==> src/rbp_pkg.sv <==
// Package for the radial brush painter: shared widths, constants and the
// control structs passed between the sequencer and the square-root/divide unit.
// No dependencies.
package rbp_pkg;

    // Width of the image size registers and of pixel indices.
    localparam int DIM_W = 9;
    // Q.16 coordinate width: a Q0.16 value times a 9-bit dimension.
    localparam int QW = 25;
    // Width of a squared distance and of the square-root operand.
    localparam int D2W = 52;
    // Width of the normalized distance, which reaches 1.0 in Q0.16.
    localparam int SW = 17;
    // Multiplier operand and product widths.
    localparam int MUL_W = 32;
    localparam int PROD_W = 64;

    localparam logic [SW-1:0] ONE_Q16 = 17'h10000;

    localparam int DEF_MAX_WIDTH = 256;
    localparam int DEF_MAX_HEIGHT = 256;

    typedef struct packed {
        logic           start;
        logic [D2W-1:0] d2;
        logic [QW-1:0]  r;
    } t_sd_req;

    typedef struct packed {
        logic          done;
        logic [SW-1:0] s;
    } t_sd_stat;

endpackage

==> src/rbp_mult.sv <==
// Shared 32x32 unsigned multiplier with a registered product.
// Depends on rbp_pkg.
module rbp_mult (
    input  logic                       i_clk,
    input  logic [rbp_pkg::MUL_W-1:0]  i_a,
    input  logic [rbp_pkg::MUL_W-1:0]  i_b,
    output logic [rbp_pkg::PROD_W-1:0] o_prod
);
    import rbp_pkg::*;

    logic [PROD_W-1:0] r_prod;

    always_ff @(posedge i_clk) begin
        r_prod <= PROD_W'(i_a) * PROD_W'(i_b);
    end

    assign o_prod = r_prod;
endmodule

==> config.mk <==
export PLATFORM = sky130hd
export DESIGN_NAME = rbp_mult
export DESIGN_NICKNAME = d
export VERILOG_FILES = /design/src/rbp_pkg.sv /design/src/rbp_mult.sv
export SDC_FILE = /design/constraint.sdc
export NUM_CORES = 2
export LEC_CHECK = 0
export BUFFER_PORTS_ARGS = -buffer_cell sky130_fd_sc_hd__buf_2
export CAP_MARGIN = 0
export CORE_UTILIZATION = 44
export CTS_CLUSTER_DIAMETER = 40
export DETAILED_ROUTE_END_ITERATION = 10
export GPL_TIMING_DRIVEN = 1
export PLACE_DENSITY = 0.61
export SYNTH_ARGS = -nofsm -noshare
export SYNTH_HDL_FRONTEND = slang
export SYNTH_SLANG_ARGS = --single-unit
export TNS_END_PERCENT = 50
==> constraint.sdc <==
create_clock -name i_clk -period 9.7 [get_ports i_clk]
set_clock_uncertainty 0.2 [all_clocks]
set_input_delay 0.485 -clock i_clk [delete_from_list [all_inputs] [get_ports i_clk]]
set_output_delay 0.485 -clock i_clk [all_outputs]
set_load 0.05 [all_outputs]
== Word-level counts from Yosys, hierarchy flattened ==
Cells that the tools add are included.

* Register bits after elaboration: 64
* Output and inout port bits: 64
* Logic and storage cells: 2

* Multipliers: 1

{| class="wikitable"
|+ Operators with widths
! kind !! number
|-
| $mul A32 B32 Y64 || 1
|}

== Longest topological paths before layout ==
* Depth in word-level cells: 1
* Mapped depth: 29
* Depth with buffers taken out: 27

== Worst setup path before layout ==
No wires, ideal clock.

* Kind: in2reg
* Start point: input port i_a[25] (netlist name)
* End point: register r_prod[62], in the netlist o_prod[62]
* Arrival: 7.166 ns
* Required time: 9.428 ns
* Slack: 2.262 ns
* Stages: 25
* Setup time: 0.072 ns
* Buffers on the path: 2
* Cells stage by stage: clkbuf_1 nand2_1 fa_1 inv_1 fa_1 inv_1 fa_1 inv_1 fa_1 fa_1 fa_1 fa_1 inv_1 fa_1 inv_1 ha_1 buf_2 nand4_1 or4_1 or3_1 a31oi_1 a31o_2 a211oi_1 o21ai_1 xor2_1

* Longest elaborated chain between the ends: 1

{| class="wikitable"
|+ Ends and longest elaborated chain
! what !! line !! text
|-
| start, declared || rbp_mult.sv:5 || <nowiki>input logic [rbp_pkg::MUL_W-1:0] i_a,</nowiki>
|-
| $mul A32 B32 Y64 || rbp_mult.sv:14 || <nowiki>r_prod <= PROD_W'(i_a) * PROD_W'(i_b);</nowiki>
|-
| end signal, assigned || rbp_mult.sv:14 ||
|-
| end, declared || rbp_mult.sv:11 || <nowiki>logic [PROD_W-1:0] r_prod;</nowiki>
|}

No other way between the ends.

== Final worst setup path ==
* Start point: input port i_b[8] (netlist name)
* End point: register r_prod[62], in the netlist o_prod[62]

* Longest elaborated chain between the ends: 1

{| class="wikitable"
|+ Ends and longest elaborated chain
! what !! line !! text
|-
| start, declared || rbp_mult.sv:6 || <nowiki>input logic [rbp_pkg::MUL_W-1:0] i_b,</nowiki>
|-
| $mul A32 B32 Y64 || rbp_mult.sv:14 ||
|}

No other way between the ends.

==> flow_summary.json <==
{
  "grt-ovfl-total": 0,
  "rsz0062_at_grt": "false",
  "crit_type": "in2reg",
  "ys_types": 57,
  "cts_tree": "yes",
  "setup_viol": 0,
  "dieWidth_microns": 283,
  "synthArstFlopShare_pct": 0,
  "ant_nets": 0,
  "outcome": "complete, no violations",
  "seq_area_sq_mm": 0.00128,
  "drt_iter0_drc": 1227,
  "antenna_found_initial": 5,
  "wl_microns": 93700,
  "cts_setup_buffers": 0,
  "nNetsFinal": 4904,
  "synth_sequential_area_ratio_pct": 3.69,
  "layout_min_cycle_time_ps": 8340,
  "period_share_pct": 86.0,
  "drive_above_1_share_pct": 4.72,
  "syn_nets": 4972,
  "yosysWarningCount": 0,
  "vias_per_cell": 5.19,
  "worst_pin_slew_ps": 874,
  "syn_area_per_cell_sq_um": 9.25,
  "rows": 102,
  "hold_class": "in2reg",
  "firstDrtPassIters": 5,
  "cp-start-kind": "primary input",
  "path_max_fanout": 32,
  "ios": 129,
  "gp_congestion": 0.899,
  "cts_buffers": 9,
  "cp.arrival_ps": 8410,
  "grt_use_total_pct": 24.8,
  "cp-end-kind": "flop",
  "dieHeight_microns": 283,
  "ys_ff_latch": 64,
  "num_vias": 24500,
  "hold_path_depth": 2,
  "slew_violations": 0,
  "required_ps": 9770,
  "postSynthCellCount": 3748,
  "clkSinkCount": 64,
  "setup_tns_ps": 0,
  "largest_reg_flops": 64,
  "grt_pass1_wl_microns": 150000,
  "final_common_cell": "fa_1",
  "cap_violations": 0,
  "hold_path_end": "o_prod[0]",
  "layout_common_cells": "fa_1, inv_1, and2_1",
  "ctsHtreeMaxLevel": 3,
  "synthFlopType": "dfxtp_1",
  "cts_resized": 0,
  "wl_per_cell_microns": 19.8,
  "synth_area_sq_mm": 0.0347,
  "clock_path_buffers": 2,
  "synth_edf_count": 0,
  "multiInputGateArea_sq_mm": 0.0293,
  "n_fill_cell": 7437,
  "fmax_ghz": 0.120,
  "initial_core_util_pct": 44.6,
  "grt_pass1_vias": 26900,
  "portBuffers": 128,
  "dieArea_sq_mm": 0.0799,
  "dp_hpwl_microns": 75700,
  "clkSlewWorstSetupHoldPaths_ps": 60,
  "grt_max_degree": 33,
  "core_sq_mm": 0.0777,
  "hold_viol": 0,
  "hold_buffers": 0,
  "drc": 0,
  "min_from": "i_b[0]",
  "maxSlewHeadroom_pct": 41.7,
  "cts_root_buffer": "clkbuf_16",
  "area_delta_synth_final_pct": 4.37
}
-- stage by stage --
stage / setup WS (ps) / utilization (%) / cells / instance area, sq um / hold slack [ps]
5_1_grt: 955 / 46.6 / 4726 / 36200 / 636
3_5_place_dp: 1140 / 46.2 / 4709 / 35900 / 753
3_3_place_gp: 1230 / 46.2 / 4709 / 35900 / 753
4_1_cts: 1490 / 46.6 / 4725 / 36200 / 619
2_1_floorplan: 2260 / - / 3748 / 34700 / 412
6_report: 1360 / 46.6 / 4727 / 36200 / 631
-- cell usage after synthesis (4+ instances only) --
master / instances / area share [%]
a21o_1: 40 / 0.87
a21oi_1: 63 / 0.91
a221o_1: 4 / 0.12
a31oi_1: 12 / 0.22
and2_1: 602 / 11
and3_1: 14 / 0.25
buf_2: 6 / 0.087
clkbuf_1: 213 / 2.3
dfxtp_1: 64 / 3.7
fa_1: 896 / 52
ha_1: 263 / 9.5
inv_1: 865 / 9.4
nand2_1: 480 / 5.2
nand3_1: 10 / 0.14
nand4_1: 23 / 0.41
nor2_1: 20 / 0.22
nor3_1: 7 / 0.10
o21a_1: 9 / 0.19
o21ai_0: 21 / 0.30
o21ai_1: 5 / 0.072
o21bai_1: 10 / 0.22
xnor2_1: 35 / 0.88
xor2_1: 25 / 0.63
-- worst max-delay path: stages --
cell and delay [ps]:
buf_2 620, nand2_1 170, fa_1 570, inv_1 50, fa_1 530, inv_1 60
fa_1 530, inv_1 50, fa_1 480, fa_1 590, fa_1 440, fa_1 510
inv_1 50, fa_1 470, inv_1 40, ha_1 410, nand4_1 220, or4_1 460
or3_1 350, a31oi_1 540, a31o_2 300, a211oi_1 110, o21ai_1 170, xor2_1 180
-- worst max path at each step --
stage             from          to  depth (start not counted)  slack [ps]
5_1_grt         i_b[8]  o_prod[62]                         24         950
3_3_place_gp    i_b[8]  o_prod[62]                         24        1230
4_1_cts         i_b[8]  o_prod[62]                         24        1490
6_report        i_b[8]  o_prod[62]                         24        1360
2_1_floorplan  i_a[25]  o_prod[62]                         25        2260
3_5_place_dp    i_b[8]  o_prod[62]                         24        1140
-- area by class of cell --
type / instances / area share [%]
sequential: 64 / 3.54
clock inverter: 7 / 0.221
antenna: 2 / 0.0138
multi-input combinational: 2599 / 81.0
tap: 1040 / 3.60
clock buffer: 9 / 0.622
timing repair buffer: 141 / 2.04
inverter: 865 / 8.97
-- routing by layer --
metal / track usage [%] / vias up / share of wire, %
met5: 0 / - / 0.040
met1: 30.7 / 13000 / 39
met2: 44.4 / 672 / 52
li1: - / 10700 / -
met3: 2.55 / 175 / 4.2
met4: 9.47 / 6 / 4.3
-- kinds of logic after synthesis --
group                    Yosys count  share of synthesized area, %
adder cells (fa/ha/maj)         1159                          61.2
AND/OR/NAND/NOR                 1177                          17.6
AO/OA/AOI/OAI                    202                          4.15
flip-flops                        64                          3.69
XOR/XNOR                          60                          1.52
multiplexers                       1                        0.0289
buffers and inverters           1085                          11.8
Power is not shown: default switching activity piles up to over one toggle a cycle in this logic, so the estimate is an artifact.
