==> src/rbp_pkg.sv <==
// Package for the radial brush painter: shared widths, constants and the
// control structs passed between the sequencer and the square-root/divide unit.
// No dependencies.
package rbp_pkg;

    // Width of the image size registers and of pixel indices.
    localparam int DIM_W = 9;
    // Q.16 coordinate width: a Q0.16 value times a 9-bit dimension.
    localparam int QW = 25;
    // Width of a squared distance and of the square-root operand.
    localparam int D2W = 52;
    // Width of the normalized distance, which reaches 1.0 in Q0.16.
    localparam int SW = 17;
    // Multiplier operand and product widths.
    localparam int MUL_W = 32;
    localparam int PROD_W = 64;

    localparam logic [SW-1:0] ONE_Q16 = 17'h10000;

    localparam int DEF_MAX_WIDTH = 256;
    localparam int DEF_MAX_HEIGHT = 256;

    typedef struct packed {
        logic           start;
        logic [D2W-1:0] d2;
        logic [QW-1:0]  r;
    } t_sd_req;

    typedef struct packed {
        logic          done;
        logic [SW-1:0] s;
    } t_sd_stat;

endpackage

==> src/rbp_sqrt_div.sv <==
// Iterative unit: integer square root of a squared distance, two bits a cycle,
// then the root divided by the radius into Q0.16, one quotient bit a cycle.
// Depends on rbp_pkg.
module rbp_sqrt_div (
    input  logic              i_clk,
    input  logic              i_rst_n,
    input  rbp_pkg::t_sd_req  i_req,
    output rbp_pkg::t_sd_stat o_stat
);
    import rbp_pkg::*;

    localparam int CW = $clog2(SW);

    typedef enum logic [1:0] {SD_IDLE, SD_SQRT, SD_DIV, SD_DONE} t_sd_state;

    t_sd_state      r_state;
    logic [D2W-1:0] r_n;
    logic [D2W-1:0] r_root;
    logic [D2W-1:0] r_bit;
    logic [QW-1:0]  r_r;
    logic [QW:0]    r_rem;
    logic [SW-1:0]  r_q;
    logic [CW-1:0]  r_cnt;

    logic [D2W-1:0] sum;
    logic           sq_ge;
    logic [D2W-1:0] root_nx;
    logic           dv_ge;
    logic [QW:0]    rem_sub;

    always_comb begin
        sum     = r_root + r_bit;
        sq_ge   = (r_n >= sum);
        root_nx = sq_ge ? ((r_root >> 1) + r_bit) : (r_root >> 1);
        dv_ge   = (r_rem >= {1'b0, r_r});
        rem_sub = dv_ge ? (r_rem - {1'b0, r_r}) : r_rem;
    end

    always_ff @(posedge i_clk) begin
        if (!i_rst_n) begin
            r_state <= SD_IDLE;
        end else begin
            unique case (r_state)
                SD_IDLE: begin
                    if (i_req.start) begin
                        r_n    <= i_req.d2;
                        r_r    <= i_req.r;
                        r_root <= '0;
                        r_bit  <= D2W'(1) << (D2W - 2);
                        r_q    <= '0;
                        r_cnt  <= '0;
                        // A zero radius only ever covers the center: full weight.
                        r_state <= (i_req.r == '0) ? SD_DONE : SD_SQRT;
                    end
                end
                SD_SQRT: begin
                    if (sq_ge) begin
                        r_n <= r_n - sum;
                    end
                    r_root <= root_nx;
                    r_bit  <= r_bit >> 2;
                    if (r_bit == D2W'(1)) begin
                        r_rem   <= root_nx[QW:0];
                        r_state <= SD_DIV;
                    end
                end
                SD_DIV: begin
                    r_q   <= {r_q[SW-2:0], dv_ge};
                    r_rem <= {rem_sub[QW-1:0], 1'b0};
                    r_cnt <= r_cnt + CW'(1);
                    if (r_cnt == CW'(SW - 1)) begin
                        r_state <= SD_DONE;
                    end
                end
                SD_DONE: begin
                    r_state <= SD_IDLE;
                end
                default: r_state <= SD_IDLE;
            endcase
        end
    end

    assign o_stat.done = (r_state == SD_DONE);
    assign o_stat.s    = r_q;
endmodule

==> config.mk <==
export PLATFORM = sky130hd
export DESIGN_NAME = rbp_sqrt_div
export DESIGN_NICKNAME = d
export VERILOG_FILES = /design/src/rbp_pkg.sv /design/src/rbp_sqrt_div.sv
export SDC_FILE = /design/constraint.sdc
export NUM_CORES = 1
export LEC_CHECK = 0
export BUFFER_PORTS_ARGS = -buffer_cell sky130_fd_sc_hd__buf_2
export CAP_MARGIN = 20
export CORE_MARGIN = 2
export CORE_UTILIZATION = 35
export CTS_CLUSTER_SIZE = 16
export DETAILED_ROUTE_END_ITERATION = 16
export PLACE_DENSITY = 0.57
export SYNTH_ARGS = -nofsm -noshare
export SYNTH_HDL_FRONTEND = slang
export SYNTH_SLANG_ARGS = --single-unit
==> constraint.sdc <==
create_clock -name i_clk -period 8.55 [get_ports i_clk]
set_clock_uncertainty 0.15 [all_clocks]
set_input_delay 0.4275 -clock i_clk [delete_from_list [all_inputs] [get_ports i_clk]]
set_output_delay 0.4275 -clock i_clk [all_outputs]
set_load 0.05 [all_outputs]
# Word-level counts from Yosys, hierarchy flattened

Index checks and enable logic that the tools add are counted.

Multiplexer cells: 20
Reduce and logical (&&, ||, !) cells: 11
Equal/unequal tests: 9
Order comparisons: 2
Add/sub/neg operators: 5

Operators with widths:

| operator              | number |
|---|---|
| $pmux W52 S2          | 3 |
| $mux W52              | 5 |
| $add A51 B52 Y52      | 1 |
| $add A52 B52 Y52      | 1 |
| $eq A52 B1 Y1 const B | 1 |
| $ge A52 B52 Y1        | 1 |
| $pmux W26 S2          | 1 |
| $sub A52 B52 Y52      | 1 |
| $pmux W17 S2          | 1 |
| $ge A26 B25 Y1        | 1 |
| $mux W26              | 1 |
| $logic_not A25 Y1     | 1 |
| $mux W25              | 1 |
| $sub A25 B25 Y25      | 1 |
| $mux W17              | 1 |
| $reduce_and A3 Y1     | 5 |
| $pmux W5 S2           | 1 |
| $mux W2               | 4 |
| $ne A2 B2 Y1 const B  | 4 |
| $pmux W2 S4           | 1 |
| $reduce_bool A2 Y1    | 3 |
| $add A5 B1 Y5 const B | 1 |
| $eq A5 B5 Y1 const B  | 1 |
| $mux W5               | 1 |
| other kinds (4)       | 5 |

Output and inout bits: 18
Input port bits: 80
Register bits after elaboration: 231
Logic and storage cells: 55

# Longest topological paths before layout

Depth in word-level cells: 5
Gate-level depth with buffers: 23
Gate-level depth less buffers: 21

# Least setup slack after synthesis

No wires, ideal clock.

Path kind: reg-to-reg
Start: register r_state[1]
End: register r_n[0] (enable)
Setup time: 541 ps
Arrival: 8,767 ps
Path buffers: 1
Required time: 7,859 ps
Period minus slack after synthesis: 9,458 ps
Cell stages (with the launch flop): 7
Path slack: -908 ps
Path through: dfxtp_1 -> inv_1 -> ha_1 -> clkbuf_1 -> nand2_1 -> a21oi_1 -> a21boi_0

Word-level cells in the longest chain between the ends: 3
Elaborated cells between the ends (all ways): 6
Those cells by class: 3 x eq/ne; 3 x reduce/logical

Ends and longest elaborated chain:

| what                                                                | line               | source |
|---|---|---|
| from (decl)                                                         | rbp_sqrt_div.sv:16 | `t_sd_state r_state;` |
| from (signal assigned)                                              | rbp_sqrt_div.sv:53 | `r_state <= (i_req.r == '0) ? SD_DONE : SD_SQRT;` |
| $eq A2 B1 Y1 / $logic_not A2 Y1 (equally long branches)             | rbp_sqrt_div.sv:43 | `unique case (r_state)` |
| $ne A2 B2 Y1 (no line) / $reduce_bool A2 Y1 (equally long branches) | -                  |  |
| $reduce_and A4 Y1 (no line) (*)                                     | -                  |  |
| to (signal assigned)                                                | rbp_sqrt_div.sv:46 | `r_n <= i_req.d2;` |
| to (signal assigned)                                                | rbp_sqrt_div.sv:58 | `r_n <= r_n - sum;` |
| to (decl)                                                           | rbp_sqrt_div.sv:17 | `logic [D2W-1:0] r_n;` |

Every way passes the cells marked *; elsewhere a longest branch is shown, timed or not.
A chain may end at the register's enable or synchronous reset.

# Worst setup path in the final report

Start: register r_bit[0]
End: register r_n[7] (enable)

Word-level cells in the longest chain between the ends: 4

Ends and longest elaborated chain:

| what                        | line               | source |
|---|---|---|
| from (decl)                 | rbp_sqrt_div.sv:19 | `logic [D2W-1:0] r_bit;` |
| from (signal assigned)      | rbp_sqrt_div.sv:49 | `r_bit <= D2W'(1) << (D2W - 2);` |
| from (signal assigned)      | rbp_sqrt_div.sv:61 | `r_bit <= r_bit >> 2;` |
| $add A52 B52 Y52            | rbp_sqrt_div.sv:32 | `sum = r_root + r_bit;` |
| $ge A52 B52 Y1              | rbp_sqrt_div.sv:33 | `sq_ge = (r_n >= sum);` |
| $ne A2 B2 Y1 (no line)      | -                  |  |
| $reduce_and A4 Y1 (no line) | -                  |  |

Every way passes these cells.

==> qor.yml <==
cts:
  clkTransAtPathRegs_ns: 0.06
  post_cts_buffers: 0
  clock_path_buffers: 3
  root_buffer: "clkbuf_16"
  cts.sinks: 205
  cts_tree: "yes"
  htreeDepth: 1
  clk_latency_ns: 0.56
  cts_hold_buffers: 26
  cts-resized-gates: 0
  cts_inserted_buffers: 26
global_routing:
  antenna_found_initial: 0
  grt_pass1_vias: 13285
  grtUsageTotal_pct: 17.7
  grt_pass1_wl_um: 71600
  overflow: 0
  grt_max_degree: 73
synth:
  async_flop_share_pct: 0
  avgSynthCellArea_um2: 9.54
  yosys.cell_count.top_type: "edfxtp_1"
  synth_nets: 1967
  synthTopCellsByCount: "edfxtp_1, a21oi_1, nor2_1, ha_1, nand2_1"
  synthCells: 1748
  synth_largest_area_cell: "edfxtp_1"
  synthFlopType: "edfxtp_1"
  yosys_warnings: 0
  yosys-top-cells-area: "edfxtp_1, ha_1, xnor2_1"
  syn_area_um2: 16700
  synth-seq-cells: 205
  synth_seq_area_share_pct: 36.8
  netlist-cell-type-count: 87
  synth-edff-count: 203
  yosysTopAreaCellShare_pct: 36.6
drt:
  drt_wl_total_um: 44400
  drtPass1Iterations: 5
  vias_per_cell: 5.47
  m1WireLength_um: 22300
  antenna_left: 0
  vias: 13595
  met2WireLength_um: 18900
  highest_layer: "met4"
  wl_met3_um: 1810
  drt_iter0_drc: 853
  detail_route.wl_per_cell_um: 17.9
  drc_errors: 0
die:
  start_util_pct: 35.7
  die-area_um2: 49400
  io_pins: 98
  die_height_um: 222
  fp.dieW_um: 222
  core_area_um2: 46800
  num_rows: 79
run_status:
  status: "completed"
setup_path:
  path_delay_family: "compound AO/OA/AOI/OAI gates"
  path_common_cell: "ha_1"
  slowest_stage: "buf_4"
  crit_cells: 21
  critical_path_class: "flip-flop to flip-flop"
  cp.arrival_ns: 6.75
  path_buf_inv: 1
  crit_chain: "ha_1, ha_1, a21o_1, a31o_2, a211oi_1, o21ai_1, o211ai_1, o31ai_1, and2_1, a31oi_1, xor2_1, ha_1, and3_4, and2_4, and3_1, and3_1, nand4_1, o211a_1, and2_1, a21boi_4, buf_4"
  max_stage_delay_ns: 0.61
  cp-start-kind: "flip-flop"
  required_ns: 8.58
  r2r_cells: 21
  rrSetupSlack_ns: 1.83
  crit_path_start: "r_bit[0]"
  critical_path_peak_fanout: 52
  critPathCaptureType: "flip-flop"
  r2r-start: "r_bit[0]"
  worstSetupEndpoint: "r_n[7]"
  reg2reg_to: "r_n[7]"
min_path:
  hold_class: "input port to flip-flop"
place:
  io_buffer_count: 97
  hpwl_um: 33200
  gp_congestion: 0.880
  dpl-instance-area_um2: 17900
pwr:
  p_leak_nw: 7.33
  power_frac_comb_pct: 60.7
  p_int_mw: 3.93
  cellPowerDensity_nw_per_um2: 381
  pwr-share-seq_pct: 24.2
  peakVddDrop_mv: 0.175
  power_frac_clock_pct: 15.0
  p_sw_share_pct: 45.7
  netSwitchingPower_mw: 3.31
sta:
  setup_viol: 0
  finalCritPeriodShare_pct: 78.5
  slew_violations: 0
  max_freq_mhz: 149
  finalHoldViolCount: 0
  rsz0062_at_grt: "false"
  slew_headroom_pct: 30.4
  fin_setup_tns_ns: 0
  tightestPinTransition_ns: 1.04
  finalCriticalPeriod_ns: 6.72
cells_and_area:
  antenna_cells: 0
  nFillCells: 4635
  drive_gt1_share_pct: 12.3
  nNetsFinal: 2076
  design_area_um2: 19000
  syn_to_final_growth_pct: 13.9
run:
  drv_cap: 0
-- sequential cells by signal, summed over array words and instances, names as in the netlist --
name and cells:
r_state 2, r_q 17, r_rem 26, r_root 52
r_bit 26, r_cnt 5, r_n 52, r_r 25
-- tightest hold or removal path, stage by stage --
cell     delay (ns)
buf_2          0.08
nand2_1        0.04
o21ai_0        0.06
-- layout by cell type (no fill, tap or decap), drive strengths merged, types with 18 or more instances in the layout --
master	Yosys	final
mux2i	51	51
a31oi	49	49
and3	20	20
edfxtp	203	203
nand3	34	34
ha	137	137
nor4	22	22
inv	72	72
a21oi	156	156
mux2	40	40
nand2	128	128
o21bai	27	27
clkbuf	32	30
xnor2	93	93
xor2	60	60
nor3	26	26
and2	59	59
o21a	24	24
nand4	24	24
nor2	147	147
nand2b	18	18
a21o	46	46
a211oi	21	21
dlygate4sd3	0	26
buf	20	107
o21ai	77	77
-- layer usage --
layer	vias up	track usage [%]
met5	-	0
met1	6418	26.0
met4	0	5.34
met2	310	27.1
li1	6802	-
met3	65	2.10
-- how the worst min path moves through the flow --
stage               start          to  slack [ns]  cells after the start
2_1_floorplan  r_state[1]  r_state[1]        0.35                      2
3_3_place_gp      r_q[15]     r_q[16]        0.39                      1
3_5_place_dp      r_q[15]     r_q[16]        0.40                      1
4_1_cts         i_req[67]     r_n[42]       0.003                      2
5_1_grt         i_req[55]     r_n[30]        0.01                      2
6_report        i_req[25]      r_n[0]        0.02                      3
-- cell type report --
cell class / count / area [um^2] / share of cell area (%)
Clock buffer: 30 / 687 / 3.62
Clock inverter: 18 / 143 / 0.751
Inverter: 73 / 274 / 1.44
Multi-Input combinational cell: 1418 / 10100 / 53.2
Sequential cell: 205 / 6140 / 32.3
Tap cell: 607 / 759 / 4.00
Timing Repair Buffer: 133 / 881 / 4.64
-- cells by family after synthesis --
group / Yosys count / share of synthesized area [%]
xor gates and xnor gates: 153 / 8.04
AOI/OAI and AO/OA: 517 / 20.7
adders and majority gates: 139 / 10.5
muxes: 91 / 5.76
and+or+nand+nor: 518 / 15.2
buffers and inverters: 125 / 3.01
DFF: 205 / 36.8
-- metrics by stage --
stage	power, mW	hold slack, ns	util (%)	setup slack (ns)	instances
floorplan	5.11	0.348	-	0.000282	1748
global placement	6.05	0.386	38.1	1.98	2407
detailed placement	6.10	0.396	38.2	1.84	2409
CTS	7.25	0.00299	40.6	1.81	2483
global route	7.83	0.0110	40.6	1.40	2484
finish	7.23	0.0194	40.6	1.83	2484
-- power by group through the flow --
| stage | Clock [mW] | Combinational (mW) | Sequential (mW) |
|---|---|---|---|
| finish | 1.09 | 4.39 | 1.75 |
| global route | 1.16 | 4.89 | 1.78 |
| CTS | 1.12 | 4.38 | 1.75 |
| detailed placement | 0 | 4.33 | 1.77 |
| global placement | 0 | 4.28 | 1.77 |
| floorplan | 0 | 3.37 | 1.74 |
Power figures use the tool's default switching activity.
